$ cat src/hw/rtl/dtls_pkg.sv
// ----------------------------------------------------------------------------
// dtls_pkg
// Shared widths, fixed-point format, line record and fraction weight table
// for the decimal text line summer.
// ----------------------------------------------------------------------------
`default_nettype none

package dtls_pkg;

  // Result format: signed Q(63-FracBits).FracBits in a 64-bit word
  localparam int unsigned FracBits      = 32;
  localparam int unsigned MaxFracDigits = 9;

  localparam int unsigned WordW    = 64;
  localparam int unsigned IntW     = 31;  // integer part, saturates at 2^31-1
  localparam int unsigned FracAccW = 33;  // fraction sum in units of 2^-32
  localparam int unsigned PosW     = 4;   // fraction digits taken, 0..9
  localparam int unsigned ByteW    = 8;

  typedef logic signed [WordW-1:0] word_t;

  // Parsed line handed from the parser to the value stage
  typedef struct packed {
    logic                neg;
    logic [IntW-1:0]     int_part;
    logic [FracAccW-1:0] frac;
    logic                eot;
  } line_t;

  // round(2^32 / 10^(k+1)), weight of fraction digit k+1
  function automatic logic [FracAccW-1:0] pow10_neg(input logic [PosW-1:0] k);
    logic [FracAccW-1:0] w;
    unique case (k)
      4'd0:    w = FracAccW'(429496730);
      4'd1:    w = FracAccW'(42949673);
      4'd2:    w = FracAccW'(4294967);
      4'd3:    w = FracAccW'(429497);
      4'd4:    w = FracAccW'(42950);
      4'd5:    w = FracAccW'(4295);
      4'd6:    w = FracAccW'(429);
      4'd7:    w = FracAccW'(43);
      4'd8:    w = FracAccW'(4);
      default: w = '0;
    endcase
    return w;
  endfunction

endpackage

`default_nettype wire

$ cat src/hw/rtl/dtls_parse.sv
// ----------------------------------------------------------------------------
// dtls_parse
// Input register and per-byte parser: sign, integer digits, point and
// fraction digits. Hands a finished line to the value stage.
// ----------------------------------------------------------------------------
`default_nettype none

module dtls_parse (
  input  wire logic                       clk_i,
  input  wire logic                       rst_ni,
  input  wire logic                       in_valid_i,
  output logic                            in_stall_o,
  input  wire logic [dtls_pkg::ByteW-1:0] text_byte_i,
  input  wire logic                       end_of_text_i,
  output logic                            line_valid_o,
  input  wire logic                       line_free_i,
  output dtls_pkg::line_t                 line_o
);
  import dtls_pkg::*;

  localparam logic [1:0] PhSkip = 2'd0;
  localparam logic [1:0] PhInt  = 2'd1;
  localparam logic [1:0] PhFrac = 2'd2;
  localparam logic [1:0] PhDone = 2'd3;

  localparam logic [ByteW-1:0] ChZero    = 8'h30;
  localparam logic [ByteW-1:0] ChNine    = 8'h39;
  localparam logic [ByteW-1:0] ChMinus   = 8'h2d;
  localparam logic [ByteW-1:0] ChPoint   = 8'h2e;
  localparam logic [ByteW-1:0] ChNewline = 8'h0a;

  localparam int unsigned MulW = IntW + 4;

  logic             in_v_q;
  logic [ByteW-1:0] byte_q;
  logic             eot_q;

  logic [1:0]          ph_q, ph_d;
  logic                neg_q, neg_d;
  logic [IntW-1:0]     int_q, int_d;
  logic [FracAccW-1:0] frac_q, frac_d;
  logic [PosW-1:0]     pos_q, pos_d;

  logic  line_v_q;
  line_t line_q;

  logic                num_char, is_nl, emit, fire;
  logic [3:0]          digit;
  logic [MulW-1:0]     int_sum;
  logic [IntW-1:0]     int_sat;
  logic [FracAccW-1:0] frac_prod;
  logic                pos_room;

  assign is_nl    = (byte_q == ChNewline);
  assign num_char = (byte_q >= ChZero) && (byte_q <= ChNine);
  assign digit    = byte_q[3:0];

  // x10 as shift-add, then saturate to 31 bits
  assign int_sum = (MulW'(int_q) << 3) + (MulW'(int_q) << 1) + MulW'(digit);
  assign int_sat = (|int_sum[MulW-1:IntW]) ? '1 : int_sum[IntW-1:0];

  assign frac_prod = FracAccW'(digit) * pow10_neg(pos_q);
  assign pos_room  = (pos_q < PosW'(MaxFracDigits));

  always_comb begin
    ph_d   = ph_q;
    neg_d  = neg_q;
    int_d  = int_q;
    frac_d = frac_q;
    pos_d  = pos_q;
    if (!is_nl) begin
      unique case (ph_q)
        PhSkip: begin
          if (byte_q == ChMinus) begin
            neg_d = 1'b1;
            ph_d  = PhInt;
          end else if (num_char) begin
            int_d = int_sat;
            ph_d  = PhInt;
          end
        end
        PhInt: begin
          if (num_char) begin
            int_d = int_sat;
          end else if (byte_q == ChPoint) begin
            ph_d = PhFrac;
          end else begin
            ph_d = PhDone;
          end
        end
        PhFrac: begin
          if (num_char) begin
            if (pos_room) begin
              frac_d = frac_q + frac_prod;
              pos_d  = pos_q + PosW'(1);
            end
          end else begin
            ph_d = PhDone;
          end
        end
        default: begin
        end
      endcase
    end
  end

  assign emit       = is_nl || eot_q;
  assign fire       = in_v_q && (!emit || line_free_i);
  assign in_stall_o = in_v_q && !fire;

  always_ff @(posedge clk_i or negedge rst_ni) begin
    if (!rst_ni) begin
      in_v_q   <= 1'b0;
      ph_q     <= PhSkip;
      neg_q    <= 1'b0;
      int_q    <= '0;
      frac_q   <= '0;
      pos_q    <= '0;
      line_v_q <= 1'b0;
    end else begin
      if (!in_stall_o) begin
        in_v_q <= in_valid_i;
      end
      if (fire) begin
        if (emit) begin
          ph_q   <= PhSkip;
          neg_q  <= 1'b0;
          int_q  <= '0;
          frac_q <= '0;
          pos_q  <= '0;
        end else begin
          ph_q   <= ph_d;
          neg_q  <= neg_d;
          int_q  <= int_d;
          frac_q <= frac_d;
          pos_q  <= pos_d;
        end
      end
      if (line_free_i) begin
        line_v_q <= fire && emit;
      end
    end
  end

  always_ff @(posedge clk_i) begin
    if (!in_stall_o && in_valid_i) begin
      byte_q <= text_byte_i;
      eot_q  <= end_of_text_i;
    end
    if (fire && emit) begin
      line_q.neg      <= neg_d;
      line_q.int_part <= int_d;
      line_q.frac     <= frac_d;
      line_q.eot      <= eot_q;
    end
  end

  assign line_valid_o = line_v_q;
  assign line_o       = line_q;

  // a line close leaves a clean parser behind
  a_clear_after_emit: assert property (@(posedge clk_i) disable iff (!rst_ni)
    (fire && emit) |=> (ph_q == PhSkip && pos_q == '0 && frac_q == '0))
    else $error("parser not cleared after line close");

  a_skip_is_clean: assert property (@(posedge clk_i) disable iff (!rst_ni)
    (ph_q == PhSkip) |-> (!neg_q && int_q == '0 && frac_q == '0))
    else $error("number state set while still skipping");

  a_pos_bound: assert property (@(posedge clk_i) disable iff (!rst_ni)
    pos_q <= PosW'(MaxFracDigits))
    else $error("fraction digit count past limit");

endmodule

`default_nettype wire

$ cat src/hw/rtl/dtls_value.sv
// ----------------------------------------------------------------------------
// dtls_value
// Builds the signed fixed-point value of a parsed line: integer and fraction
// joined, magnitude clamped, sign applied.
// ----------------------------------------------------------------------------
`default_nettype none

module dtls_value (
  input  wire logic            clk_i,
  input  wire logic            rst_ni,
  input  wire logic            line_valid_i,
  output logic                 line_free_o,
  input  wire dtls_pkg::line_t line_i,
  output logic                 val_valid_o,
  input  wire logic            val_free_i,
  output dtls_pkg::word_t      val_o,
  output logic                 val_eot_o
);
  import dtls_pkg::*;

  localparam int unsigned FracShift = 32 - FracBits;
  localparam logic [WordW-1:0] MagMax = {1'b0, {(WordW-1){1'b1}}};

  logic [FracAccW-1:0] frac_sh;
  logic [WordW:0]      mag_wide;
  logic [WordW-1:0]    mag, value;

  logic             val_v_q;
  logic [WordW-1:0] val_q;
  logic             eot_q;
  logic             val_adv;

  assign frac_sh  = line_i.frac >> FracShift;
  assign mag_wide = ((WordW+1)'(line_i.int_part) << FracBits) + (WordW+1)'(frac_sh);
  assign mag      = (|mag_wide[WordW:WordW-1]) ? MagMax : mag_wide[WordW-1:0];
  assign value    = line_i.neg ? (WordW'(0) - mag) : mag;

  // value register loads when empty or when its line moves on
  assign val_adv     = !val_v_q || val_free_i;
  assign line_free_o = !line_valid_i || val_adv;

  always_ff @(posedge clk_i or negedge rst_ni) begin
    if (!rst_ni) begin
      val_v_q <= 1'b0;
    end else if (val_adv) begin
      val_v_q <= line_valid_i;
    end
  end

  always_ff @(posedge clk_i) begin
    if (val_adv && line_valid_i) begin
      val_q <= value;
      eot_q <= line_i.eot;
    end
  end

  assign val_valid_o = val_v_q;
  assign val_o       = word_t'(val_q);
  assign val_eot_o   = eot_q;

  a_val_holds: assert property (@(posedge clk_i) disable iff (!rst_ni)
    (val_v_q && !val_free_i) |=> (val_v_q && $stable(val_q)))
    else $error("value stage dropped a held line");

endmodule

`default_nettype wire

$ cat src/hw/rtl/dtls_sum.sv
// ----------------------------------------------------------------------------
// dtls_sum
// Saturating running sum of line values and the result register.
// ----------------------------------------------------------------------------
`default_nettype none

module dtls_sum (
  input  wire logic            clk_i,
  input  wire logic            rst_ni,
  input  wire logic            val_valid_i,
  output logic                 val_free_o,
  input  wire dtls_pkg::word_t val_i,
  input  wire logic            val_eot_i,
  output logic                 out_valid_o,
  input  wire logic            out_stall_i,
  output dtls_pkg::word_t      line_value_o,
  output dtls_pkg::word_t      running_sum_o,
  output logic                 is_final_o
);
  import dtls_pkg::*;

  localparam logic [WordW-1:0] SumMax = {1'b0, {(WordW-1){1'b1}}};
  localparam logic [WordW-1:0] SumMin = {1'b1, {(WordW-1){1'b0}}};

  logic [WordW-1:0] total_q;
  logic             out_v_q;
  logic [WordW-1:0] value_q, sum_q;
  logic             final_q;

  logic [WordW-1:0] addend, sum_raw, sum_sat;
  logic             ovf, out_free, take;

  assign addend  = WordW'(val_i);
  assign sum_raw = total_q + addend;
  assign ovf     = (total_q[WordW-1] == addend[WordW-1]) &&
                   (sum_raw[WordW-1] != total_q[WordW-1]);
  assign sum_sat = ovf ? (total_q[WordW-1] ? SumMin : SumMax) : sum_raw;

  assign out_free   = !out_v_q || !out_stall_i;
  assign take       = val_valid_i && out_free;
  assign val_free_o = out_free;

  always_ff @(posedge clk_i or negedge rst_ni) begin
    if (!rst_ni) begin
      total_q <= '0;
      out_v_q <= 1'b0;
    end else begin
      if (out_free) begin
        out_v_q <= val_valid_i;
      end
      if (take) begin
        // end of text starts a fresh sum
        total_q <= val_eot_i ? '0 : sum_sat;
      end
    end
  end

  always_ff @(posedge clk_i) begin
    if (take) begin
      value_q <= addend;
      sum_q   <= sum_sat;
      final_q <= val_eot_i;
    end
  end

  assign out_valid_o   = out_v_q;
  assign line_value_o  = word_t'(value_q);
  assign running_sum_o = word_t'(sum_q);
  assign is_final_o    = final_q;

  a_sum_restart: assert property (@(posedge clk_i) disable iff (!rst_ni)
    (take && val_eot_i) |=> (total_q == '0))
    else $error("running sum not cleared after end of text");

endmodule

`default_nettype wire

$ cat src/hw/rtl/decimal_text_line_summer.sv
// ----------------------------------------------------------------------------
// decimal_text_line_summer
// Parses one decimal number per text line into signed Q31.32 and reports
// each line's value with a saturating running sum.
//
//   channel | dir | handshake                 | payload
//   --------+-----+---------------------------+-----------------------------
//   in      | in  | in_valid_i / in_stall_o   | text_byte_i, end_of_text_i
//   out     | out | out_valid_o / out_stall_i | line_value_o, running_sum_o,
//           |     |                           | is_final_o
//
// One byte per cycle while the input is not stalled; the parser state and the
// running sum are the only loops, and the parser state is updated once per byte.
// A line result reaches the output after its closing byte is accepted, through
// the input reg, line reg, value reg and result reg in that order.
// Reset clears the parser, the running sum and all valid flags.
// A stalled output backs up through free stages; input stalls only when a
// line-closing byte finds every stage ahead of it occupied.
// ----------------------------------------------------------------------------
`default_nettype none

module decimal_text_line_summer (
  input  wire logic                       clk_i,
  input  wire logic                       rst_ni,
  input  wire logic                       in_valid_i,
  output logic                            in_stall_o,
  input  wire logic [dtls_pkg::ByteW-1:0] text_byte_i,
  input  wire logic                       end_of_text_i,
  output logic                            out_valid_o,
  input  wire logic                       out_stall_i,
  output dtls_pkg::word_t                 line_value_o,
  output dtls_pkg::word_t                 running_sum_o,
  output logic                            is_final_o
);
  import dtls_pkg::*;

  logic  line_valid, line_free;
  line_t line;
  logic  val_valid, val_free, val_eot;
  word_t val;

  dtls_parse u_parse (
    .clk_i         (clk_i),
    .rst_ni        (rst_ni),
    .in_valid_i    (in_valid_i),
    .in_stall_o    (in_stall_o),
    .text_byte_i   (text_byte_i),
    .end_of_text_i (end_of_text_i),
    .line_valid_o  (line_valid),
    .line_free_i   (line_free),
    .line_o        (line)
  );

  dtls_value u_value (
    .clk_i        (clk_i),
    .rst_ni       (rst_ni),
    .line_valid_i (line_valid),
    .line_free_o  (line_free),
    .line_i       (line),
    .val_valid_o  (val_valid),
    .val_free_i   (val_free),
    .val_o        (val),
    .val_eot_o    (val_eot)
  );

  dtls_sum u_sum (
    .clk_i         (clk_i),
    .rst_ni        (rst_ni),
    .val_valid_i   (val_valid),
    .val_free_o    (val_free),
    .val_i         (val),
    .val_eot_i     (val_eot),
    .out_valid_o   (out_valid_o),
    .out_stall_i   (out_stall_i),
    .line_value_o  (line_value_o),
    .running_sum_o (running_sum_o),
    .is_final_o    (is_final_o)
  );

endmodule

`default_nettype wire
$ cat config.mk
export PLATFORM = sky130hd
export DESIGN_NAME = decimal_text_line_summer
export DESIGN_NICKNAME = d
export VERILOG_FILES = /design/src/hw/rtl/dtls_pkg.sv /design/src/hw/rtl/dtls_parse.sv /design/src/hw/rtl/dtls_value.sv /design/src/hw/rtl/dtls_sum.sv /design/src/hw/rtl/decimal_text_line_summer.sv
export SDC_FILE = /design/constraint.sdc
export NUM_CORES = 1
export LEC_CHECK = 0
export ABC_AREA = 1
export BUFFER_PORTS_ARGS = -buffer_cell sky130_fd_sc_hd__clkbuf_2
export CORE_MARGIN = 2
export CORE_UTILIZATION = 57
export DETAILED_ROUTE_END_ITERATION = 16
export PLACE_DENSITY = 0.76
export SETUP_SLACK_MARGIN = 0.4
export SYNTH_ARGS = -nofsm -noshare
export SYNTH_HDL_FRONTEND = slang
export SYNTH_SLANG_ARGS = --single-unit
$ cat constraint.sdc
create_clock -name clk_i -period 5.5 [get_ports clk_i]
set_input_delay 0.55 -clock clk_i [delete_from_list [all_inputs] [get_ports clk_i]]
set_output_delay 0.55 -clock clk_i [all_outputs]
set_load 0.03 [all_outputs]
==> metrics.txt, run 1 <==
# TYPE chip_impl_metric gauge
chip_impl_metric{name="hold-path-cell-count",unit=""} 1
chip_impl_metric{name="final_net_count",unit=""} 4612
chip_impl_metric{name="critical_path_required",unit="ns"} 5.86
chip_impl_metric{name="compound_cell_area_share_of_the_yosys_netlist",unit="%"} 9.241
chip_impl_metric{name="synthesis.area",unit="µm²"} 31180
chip_impl_metric{name="cts_sink_cnt",unit=""} 408
chip_impl_metric{name="final_critical_path_setup_slack",unit="ns"} 0.6285
chip_impl_metric{name="initial_core_util",unit="%"} 57.83
chip_impl_metric{name="fillerInstances",unit=""} 4893
chip_impl_metric{name="worst_setup_hold_path_clk_slew",unit="ns"} 0.06
chip_impl_metric{name="synth-seq-cells",unit=""} 408
chip_impl_metric{name="fp-row-count",unit=""} 85
chip_impl_metric{name="initial_antenna_violation_count",unit=""} 1
chip_impl_metric{name="layout.core_utilization",unit="%"} 63.94
chip_impl_metric{name="fraction_of_synthesis_flops_using_an_asynchronous_set_or_reset_pin",unit="%"} 34.07
chip_impl_metric{name="r2r_setup_slack",unit="ns"} 0.63
chip_impl_metric{name="finalMaxSlewViolations",unit=""} 0
chip_impl_metric{name="max-vdd-ir-drop",unit="µV"} 428.2
chip_impl_metric{name="whs",unit="ns"} 0.1257
chip_impl_metric{name="num_io_pins",unit=""} 144
chip_impl_metric{name="synth_enable_flop_cells",unit=""} 269
chip_impl_metric{name="tightestPinTransition",unit="ns"} 1.088
chip_impl_metric{name="area_share_of_xor_xnor_cells_in_the_synthesized_design",unit="%"} 3.567
chip_impl_metric{name="routed_via_density",unit=""} 5.492
chip_impl_metric{name="first_global_vias",unit=""} 26491
chip_impl_metric{name="finalHoldViolations",unit=""} 0
chip_impl_metric{name="hpwl",unit="mm"} 73.76
chip_impl_metric{name="buffer_ports.inserted",unit=""} 143
chip_impl_metric{name="maximum_clock_frequency",unit="MHz"} 205.3
chip_impl_metric{name="syn_nets",unit=""} 4471
chip_impl_info{name="postSynth.topFlopCell",value="edfxtp_1"} 1
chip_impl_metric{name="route.detailed.wl_per_inst",unit="µm"} 18.31
chip_impl_metric{name="worst_r2r_path_depth",unit=""} 21
chip_impl_metric{name="synth_fa_ha_area_share",unit="%"} 12.50
chip_impl_metric{name="fp.dieW",unit="µm"} 237.9
chip_impl_metric{name="synth_top_area_share",unit="%"} 25.91
chip_impl_info{name="end_kind",value="flop"} 1
chip_impl_metric{name="power_leakage",unit="nW"} 16.92
chip_impl_metric{name="path_max_fanout",unit=""} 7
chip_impl_metric{name="layout.cell_area.non_filler",unit="µm²"} 34480
chip_impl_metric{name="setup-violations-final",unit=""} 0
chip_impl_info{name="grt_setup_unrepaired",value="true"} 1
chip_impl_metric{name="avgSynthCellArea",unit="µm²"} 7.435
chip_impl_info{name="hp-class",value="in2reg"} 1
chip_impl_info{name="cts_tree",value="yes"} 1
chip_impl_info{name="critical_path.startpoint_type",value="flop"} 1
chip_impl_info{name="worst-setup-path-type",value="reg2reg"} 1
chip_impl_metric{name="max-slew-margin-rel",unit="%"} 27.36
chip_impl_metric{name="route.detailed.drc",unit=""} 0
chip_impl_metric{name="fin_setup_tns",unit="ns"} 0
chip_impl_metric{name="cap_viol_max_count",unit=""} 0
chip_impl_metric{name="powerDensity",unit="nW/µm²"} 410.0
chip_impl_info{name="yosys-top-cells-area",value="edfxtp_1 (26%), nand2_1 (15%), dfrtp_1 (11%)"} 1
chip_impl_metric{name="floorplan_core_area",unit="µm²"} 53920
chip_impl_metric{name="post-route-period-util",unit="%"} 88.57
chip_impl_metric{name="skew",unit="ns"} 0.03742
chip_impl_metric{name="synth.yosys.seq_area_share",unit="%"} 37.06
chip_impl_metric{name="place_area",unit="µm²"} 32630
chip_impl_metric{name="clk_latency",unit="ns"} 0.61
chip_impl_metric{name="pre_cts_slack",unit="ns"} 0.1851
chip_impl_info{name="cts-root-buf",value="clkbuf_16"} 1
chip_impl_metric{name="initial_drc_count",unit=""} 2187
chip_impl_metric{name="crit_arrival",unit="ns"} 5.23
chip_impl_metric{name="grt_overflow_total",unit=""} 0
chip_impl_metric{name="synthesis.instances",unit=""} 4194
chip_impl_metric{name="drive_gt1_share",unit="%"} 9.309
chip_impl_metric{name="fp.dieArea",unit="µm²"} 56590
chip_impl_metric{name="grt_start_max_net_pins",unit=""} 67
chip_impl_metric{name="cts_buffers",unit=""} 45
chip_impl_info{name="synth_top_family_by_area",value="simple AND/OR/NAND/NOR gates"} 1
chip_impl_metric{name="synthToLayoutAreaGrowth",unit="%"} 10.57
chip_impl_info{name="cp_common_cell",value="a21oi_1"} 1
chip_impl_metric{name="clockBufferDepth",unit=""} 3
chip_impl_metric{name="grt_use_total",unit="%"} 32.91
chip_impl_info{name="critical_path.slowest_cell",value="fa_1"} 1
chip_impl_metric{name="yosys.area_share.simple",unit="%"} 28.73
chip_impl_metric{name="cp_slowest_stage_delay",unit="ns"} 0.51
chip_impl_metric{name="cts_htree_levels",unit=""} 2
chip_impl_metric{name="drt_pre_antenna_iters",unit=""} 6
chip_impl_info{name="path_cells",value="inv_4, ha_1, nor2_1, a21oi_1, nor2_1, fa_1, fa_1, inv_1, fa_1, inv_1, ha_1, a21oi_1, o21ai_0, a21oi_1, o21ai_0, buf_4, a21oi_1, xor2_1, nand2_1, nand2_1, inv_1"} 1
chip_impl_metric{name="wirelength",unit="mm"} 92.83
chip_impl_metric{name="grt_pass1_wl",unit="mm"} 144.5
chip_impl_metric{name="route.antenna.remaining_nets",unit=""} 0
chip_impl_metric{name="num_vias",unit=""} 27838
chip_impl_info{name="outcome",value="complete, no violations"} 1
chip_impl_metric{name="yosysWarnings",unit=""} 0
chip_impl_metric{name="synthMuxAreaShare",unit="%"} 0
chip_impl_metric{name="final_period_minus_worst_setup_slack",unit="ns"} 4.871
chip_impl_metric{name="floorplan.die.height",unit="µm"} 237.9
chip_impl_metric{name="synth.distinct_cells",unit=""} 50
chip_impl_metric{name="globalplace.congestion",unit=""} 1.012
chip_impl_info{name="synth_top_cell_by_area",value="edfxtp_1"} 1
## registers in the layout, indices dropped and copies added, names as in the netlist, 4 cells and up
register             count
u_parse.line_o          66
u_sum.line_value_o      64
u_value.val_o           64
u_sum.total_q           64
u_parse.pos_q            4
u_parse.byte_q           8
u_parse.frac_q          33
u_parse.int_q           31
u_sum.running_sum_o     64
## per-layer routing
layer | part of all wire [%] | global-route usage, % | vias to the layer above
met4 | 5.5 | 16.77 | 0
met3 | 5.8 | 3.054 | 223
met2 | 46 | 53.72 | 972
met5 | 0 | 0 | -
met1 | 43 | 44.03 | 12882
li1 | - | - | 13761
## synthesized netlist by cell type, types with 16 or more instances
master    count
clkbuf_1     60
xnor2_1      56
nand4_1      30
o211ai_1     33
a21oi_1     215
nand3b_1     27
edfxtp_1    269
nand3_1     272
dfrtp_1     139
ha_1        185
fa_1         79
nand2_1    1226
nand2_2      16
o21bai_1     18
nor3_1       25
a21oi_2      22
nor2_1      519
o21ai_0     153
inv_1       611
xor2_1       71
## final cells by class
type | instances | area [µm²] | share of cell area [%]
sequential | 408 | 11560 | 33.53
timing repair buffer | 191 | 1085 | 3.146
clock inverter | 32 | 355.3 | 1.031
antenna | 1 | 2.502 | 0.007258
clock buffer | 52 | 1214 | 3.520
tap | 696 | 870.8 | 2.526
inverter | 617 | 2326 | 6.746
multi-input combinational | 3072 | 17060 | 49.49
## final timing paths
kind | from | endpoint
max | u_parse.pos_q[1] | u_parse.line_o[23]
min | text_byte_i[0] | u_parse.byte_q[0]
max reg2reg | u_parse.pos_q[1] | u_parse.line_o[23]
min reg2reg | u_parse.line_o[0] | u_value.val_eot_o
max in group asynchronous | rst_ni | u_sum.total_q[34]
min in group asynchronous | rst_ni | u_parse.frac_q[1]
## kinds of logic (layout without fill, tap and decap cells)
group                      count (synthesis)  count (layout)
buffers and inverters                    714             892
adders and majority gates                264             264
other                                      0               1
and+or+nand+nor                         2171            2171
AOI/OAI and AO/OA                        510             510
xor gates and xnor gates                 127             127
DFF                                      408             408
## what timing repair did
action,in CTS,in global routing
endpoints found under the hold margin,22,0
buffers inserted,0,10
pin swaps,1,5
gates cloned,0,0
hold buffers,1,0
endpoints found under the setup margin,32,50
resized for setup,7,55
## report_power, final
group	internal (mW)	switching (mW)
Combinational	2.14	4.57
Clock	1.81	1.37
Sequential	3.95	0.301
## metrics by stage
| step | instances | power (mW) |
|---|---|---|
| final | 5069 | 14.14 |
| after global routing | 5068 | 14.99 |
| after CTS | 5058 | 13.94 |
| after global placement | 4973 | 10.69 |
| after detailed placement | 4973 | 10.73 |
| after floorplan | 4194 | 8.920 |
## cell usage in the layout (no fill, tap or decap), drive strengths merged, types with 139 or more instances in the layout
| cell | synthesis | routed |
|---|---|---|
| a21oi | 237 | 237 |
| clkbuf | 60 | 194 |
| dfrtp | 139 | 139 |
| edfxtp | 269 | 269 |
| ha | 185 | 185 |
| inv | 617 | 621 |
| nand2 | 1245 | 1245 |
| nand3 | 280 | 280 |
| nor2 | 531 | 531 |
| o21ai | 168 | 168 |
## critical path, delay by kind of cell, from the launching register on
kind / cells / cell delay [ns]
compound gates: 6 / 1.20
xor+xnor: 1 / 0.17
flops: 1 / 0.46
simple gates: 4 / 0.35
buf+inv: 5 / 0.39
fa+ha+maj: 5 / 2.05
Note: power is estimated with default switching activity, not from simulation.
==> run 2, diff against run 1 <==
--- a/config.mk
+++ b/config.mk
@@ -7,7 +7,6 @@
 export LEC_CHECK = 0
 export ABC_AREA = 1
 export BUFFER_PORTS_ARGS = -buffer_cell sky130_fd_sc_hd__clkbuf_2
-export CORE_MARGIN = 2
 export CORE_UTILIZATION = 57
 export DETAILED_ROUTE_END_ITERATION = 16
 export PLACE_DENSITY = 0.76
==> metrics.txt, run 2 (synthesis results as in run 1) <==
# TYPE chip_impl_metric gauge
chip_impl_info{name="final_common_cell",value="nand2_1"} 1
chip_impl_metric{name="drive_gt1_share",unit="%"} 9.114
chip_impl_metric{name="grt_overflow_total",unit=""} 0
chip_impl_metric{name="first_global_vias",unit=""} 26606
chip_impl_metric{name="powerDensity",unit="nW/µm²"} 405.9
chip_impl_metric{name="initial_antenna_violation_count",unit=""} 0
chip_impl_metric{name="clockBufferDepth",unit=""} 3
chip_impl_metric{name="cap_viol_max_count",unit=""} 0
chip_impl_metric{name="whs",unit="ns"} 0.1320
chip_impl_metric{name="insertedDiodeCount",unit=""} 0
chip_impl_metric{name="grt_use_total",unit="%"} 33.19
chip_impl_metric{name="cp_slowest_stage_delay",unit="ns"} 0.52
chip_impl_metric{name="routed_via_density",unit=""} 5.442
chip_impl_metric{name="cts_buffers",unit=""} 44
chip_impl_metric{name="layout.core_utilization",unit="%"} 63.77
chip_impl_metric{name="hpwl",unit="mm"} 73.94
chip_impl_metric{name="fillerInstances",unit=""} 4901
chip_impl_metric{name="path_max_fanout",unit=""} 5
chip_impl_info{name="grt_setup_unrepaired",value="false"} 1
chip_impl_metric{name="maximum_clock_frequency",unit="MHz"} 205.3
chip_impl_metric{name="fp-row-count",unit=""} 85
chip_impl_metric{name="fin_setup_tns",unit="ns"} 0
chip_impl_info{name="cp_common_cell",value="inv_1"} 1
chip_impl_metric{name="finalHoldViolations",unit=""} 0
chip_impl_metric{name="setup-violations-final",unit=""} 0
chip_impl_info{name="outcome",value="complete, no violations"} 1
chip_impl_metric{name="grt_start_max_net_pins",unit=""} 79
chip_impl_metric{name="route.detailed.drc",unit=""} 0
chip_impl_metric{name="final_net_count",unit=""} 4609
chip_impl_metric{name="crit_arrival",unit="ns"} 5.23
chip_impl_info{name="cts_tree",value="yes"} 1
chip_impl_metric{name="tightestPinTransition",unit="ns"} 1.095
chip_impl_metric{name="max-vdd-ir-drop",unit="µV"} 333.5
chip_impl_metric{name="initial_drc_count",unit=""} 2273
chip_impl_metric{name="finalMaxSlewViolations",unit=""} 0
chip_impl_info{name="critical_path.startpoint_type",value="flop"} 1
chip_impl_metric{name="fp.dieW",unit="µm"} 235.9
chip_impl_metric{name="floorplan_core_area",unit="µm²"} 53920
chip_impl_metric{name="route.detailed.wl_per_inst",unit="µm"} 18.13
chip_impl_metric{name="route.antenna.remaining_nets",unit=""} 0
chip_impl_metric{name="globalplace.congestion",unit=""} 0.9931
chip_impl_metric{name="floorplan.die.height",unit="µm"} 235.9
chip_impl_metric{name="buffer_ports.inserted",unit=""} 143
chip_impl_metric{name="fp.dieArea",unit="µm²"} 55640
chip_impl_info{name="critical_path.slowest_cell",value="fa_1"} 1
chip_impl_metric{name="cts_htree_levels",unit=""} 2
chip_impl_metric{name="initial_core_util",unit="%"} 57.83
chip_impl_metric{name="critical_path_required",unit="ns"} 5.86
chip_impl_metric{name="drt_pre_antenna_iters",unit=""} 5
chip_impl_metric{name="skew",unit="ns"} 0.03627
chip_impl_metric{name="clk_latency",unit="ns"} 0.60
chip_impl_metric{name="power_leakage",unit="nW"} 16.88
chip_impl_info{name="cts-root-buf",value="clkbuf_16"} 1
chip_impl_metric{name="num_vias",unit=""} 27551
chip_impl_metric{name="final_period_minus_worst_setup_slack",unit="ns"} 4.872
chip_impl_metric{name="grt_pass1_wl",unit="mm"} 144.0
chip_impl_metric{name="synthToLayoutAreaGrowth",unit="%"} 10.27
chip_impl_metric{name="max-slew-margin-rel",unit="%"} 26.95
chip_impl_metric{name="post-route-period-util",unit="%"} 88.57
chip_impl_info{name="worst-setup-path-type",value="reg2reg"} 1
chip_impl_metric{name="wirelength",unit="mm"} 91.80
chip_impl_info{name="end_kind",value="flop"} 1
chip_impl_metric{name="cts_sink_cnt",unit=""} 408
chip_impl_metric{name="num_io_pins",unit=""} 144
chip_impl_metric{name="largest_register_ff_count",unit=""} 66
chip_impl_info{name="hp-class",value="in2reg"} 1
chip_impl_metric{name="worst_setup_hold_path_clk_slew",unit="ns"} 0.06
chip_impl_info{name="final_cell_mix",value="nand2_1 (1223), inv_1 (603), nor2_1 (498)"} 1
-- run 2: changes by cell type in the layout (fill, tap and decap cells not counted), moves of 2 or more --
| cell | before | now |
|---|---|---|
| inv_2 | 10 | 12 |
| clkbuf_1 | 2 | 6 |
| clkinvlp_4 | 6 | 2 |
| inv_6 | 0 | 7 |
| buf_4 | 47 | 44 |
| clkinv_2 | 9 | 4 |
| inv_8 | 4 | 1 |
| ha_2 | 2 | 4 |
-- run 2: power breakdown --
group	switching (mW)	internal (mW)	leakage [nW]
Sequential	0.301	3.95	4.42
Combinational	4.53	2.13	11.7
Clock	1.30	1.74	0.732
Total	6.13	7.83	16.9
-- run 2: critical path: cells and delay by family (launching register included) --
family,cells,cell delay [ns]
compound gates,4,0.44
flops,1,0.37
simple gates,10,1.29
fa+ha+maj,5,1.98
buf+inv,6,0.53
-- run 2: timing repair --
item / CTS / global route
buffers inserted: 0 / 9
pin swaps: 0 / 7
resized for setup: 9 / 52
hold buffers: 1 / 0
setup endpoints to repair: 35 / 50
endpoints found under the hold margin: 55 / 0
-- run 2: area by class of cell --
cell class	instances	area, µm²	area share (%)
Timing Repair Buffer	189	1082	3.148
Sequential cell	408	11560	33.62
Multi-Input combinational cell	3072	17050	49.59
Tap cell	696	870.8	2.533
Clock buffer	55	1215	3.533
Clock inverter	26	282.8	0.8224
Inverter	617	2323	6.758
-- run 2: worst paths after layout --
check | end | depth (start not counted) | slack (ns) | startpoint
max | u_parse.line_o[30] | 25 | 0.63 | u_parse.pos_q[1]
min | u_parse.byte_q[1] | 1 | 0.13 | text_byte_i[1]
max reg2reg | u_parse.line_o[30] | 25 | 0.63 | u_parse.pos_q[1]
min reg2reg | u_value.val_eot_o | 0 | 0.46 | u_parse.line_o[0]
max in group asynchronous | u_parse.int_q[20] | 3 | 4.03 | rst_ni
min in group asynchronous | u_sum.total_q[1] | 2 | 0.51 | rst_ni
-- run 2: per-stage QoR --
stage / total power [mW] / setup WS (ns) / std cells / area (µm²)
after global placement: 10.67 / 0.2023 / 4972 / 32630
after CTS: 13.80 / 0.4053 / 5054 / 34160
after detailed placement: 10.72 / 0.07804 / 4972 / 32630
final: 13.96 / 0.6285 / 5063 / 34380
after global routing: 14.85 / 0.4030 / 5063 / 34380
after floorplan: 8.920 / 0.4757 / 4194 / 31180
-- run 2: metal layers --
metal  track usage (%)  wire, µm  part of all wire, %
met5                 0         0                    0
met1             43.92     39770                   43
met2             55.06     42380                   46
met3             3.757      5306                  5.8
met4             14.54      4335                  4.7
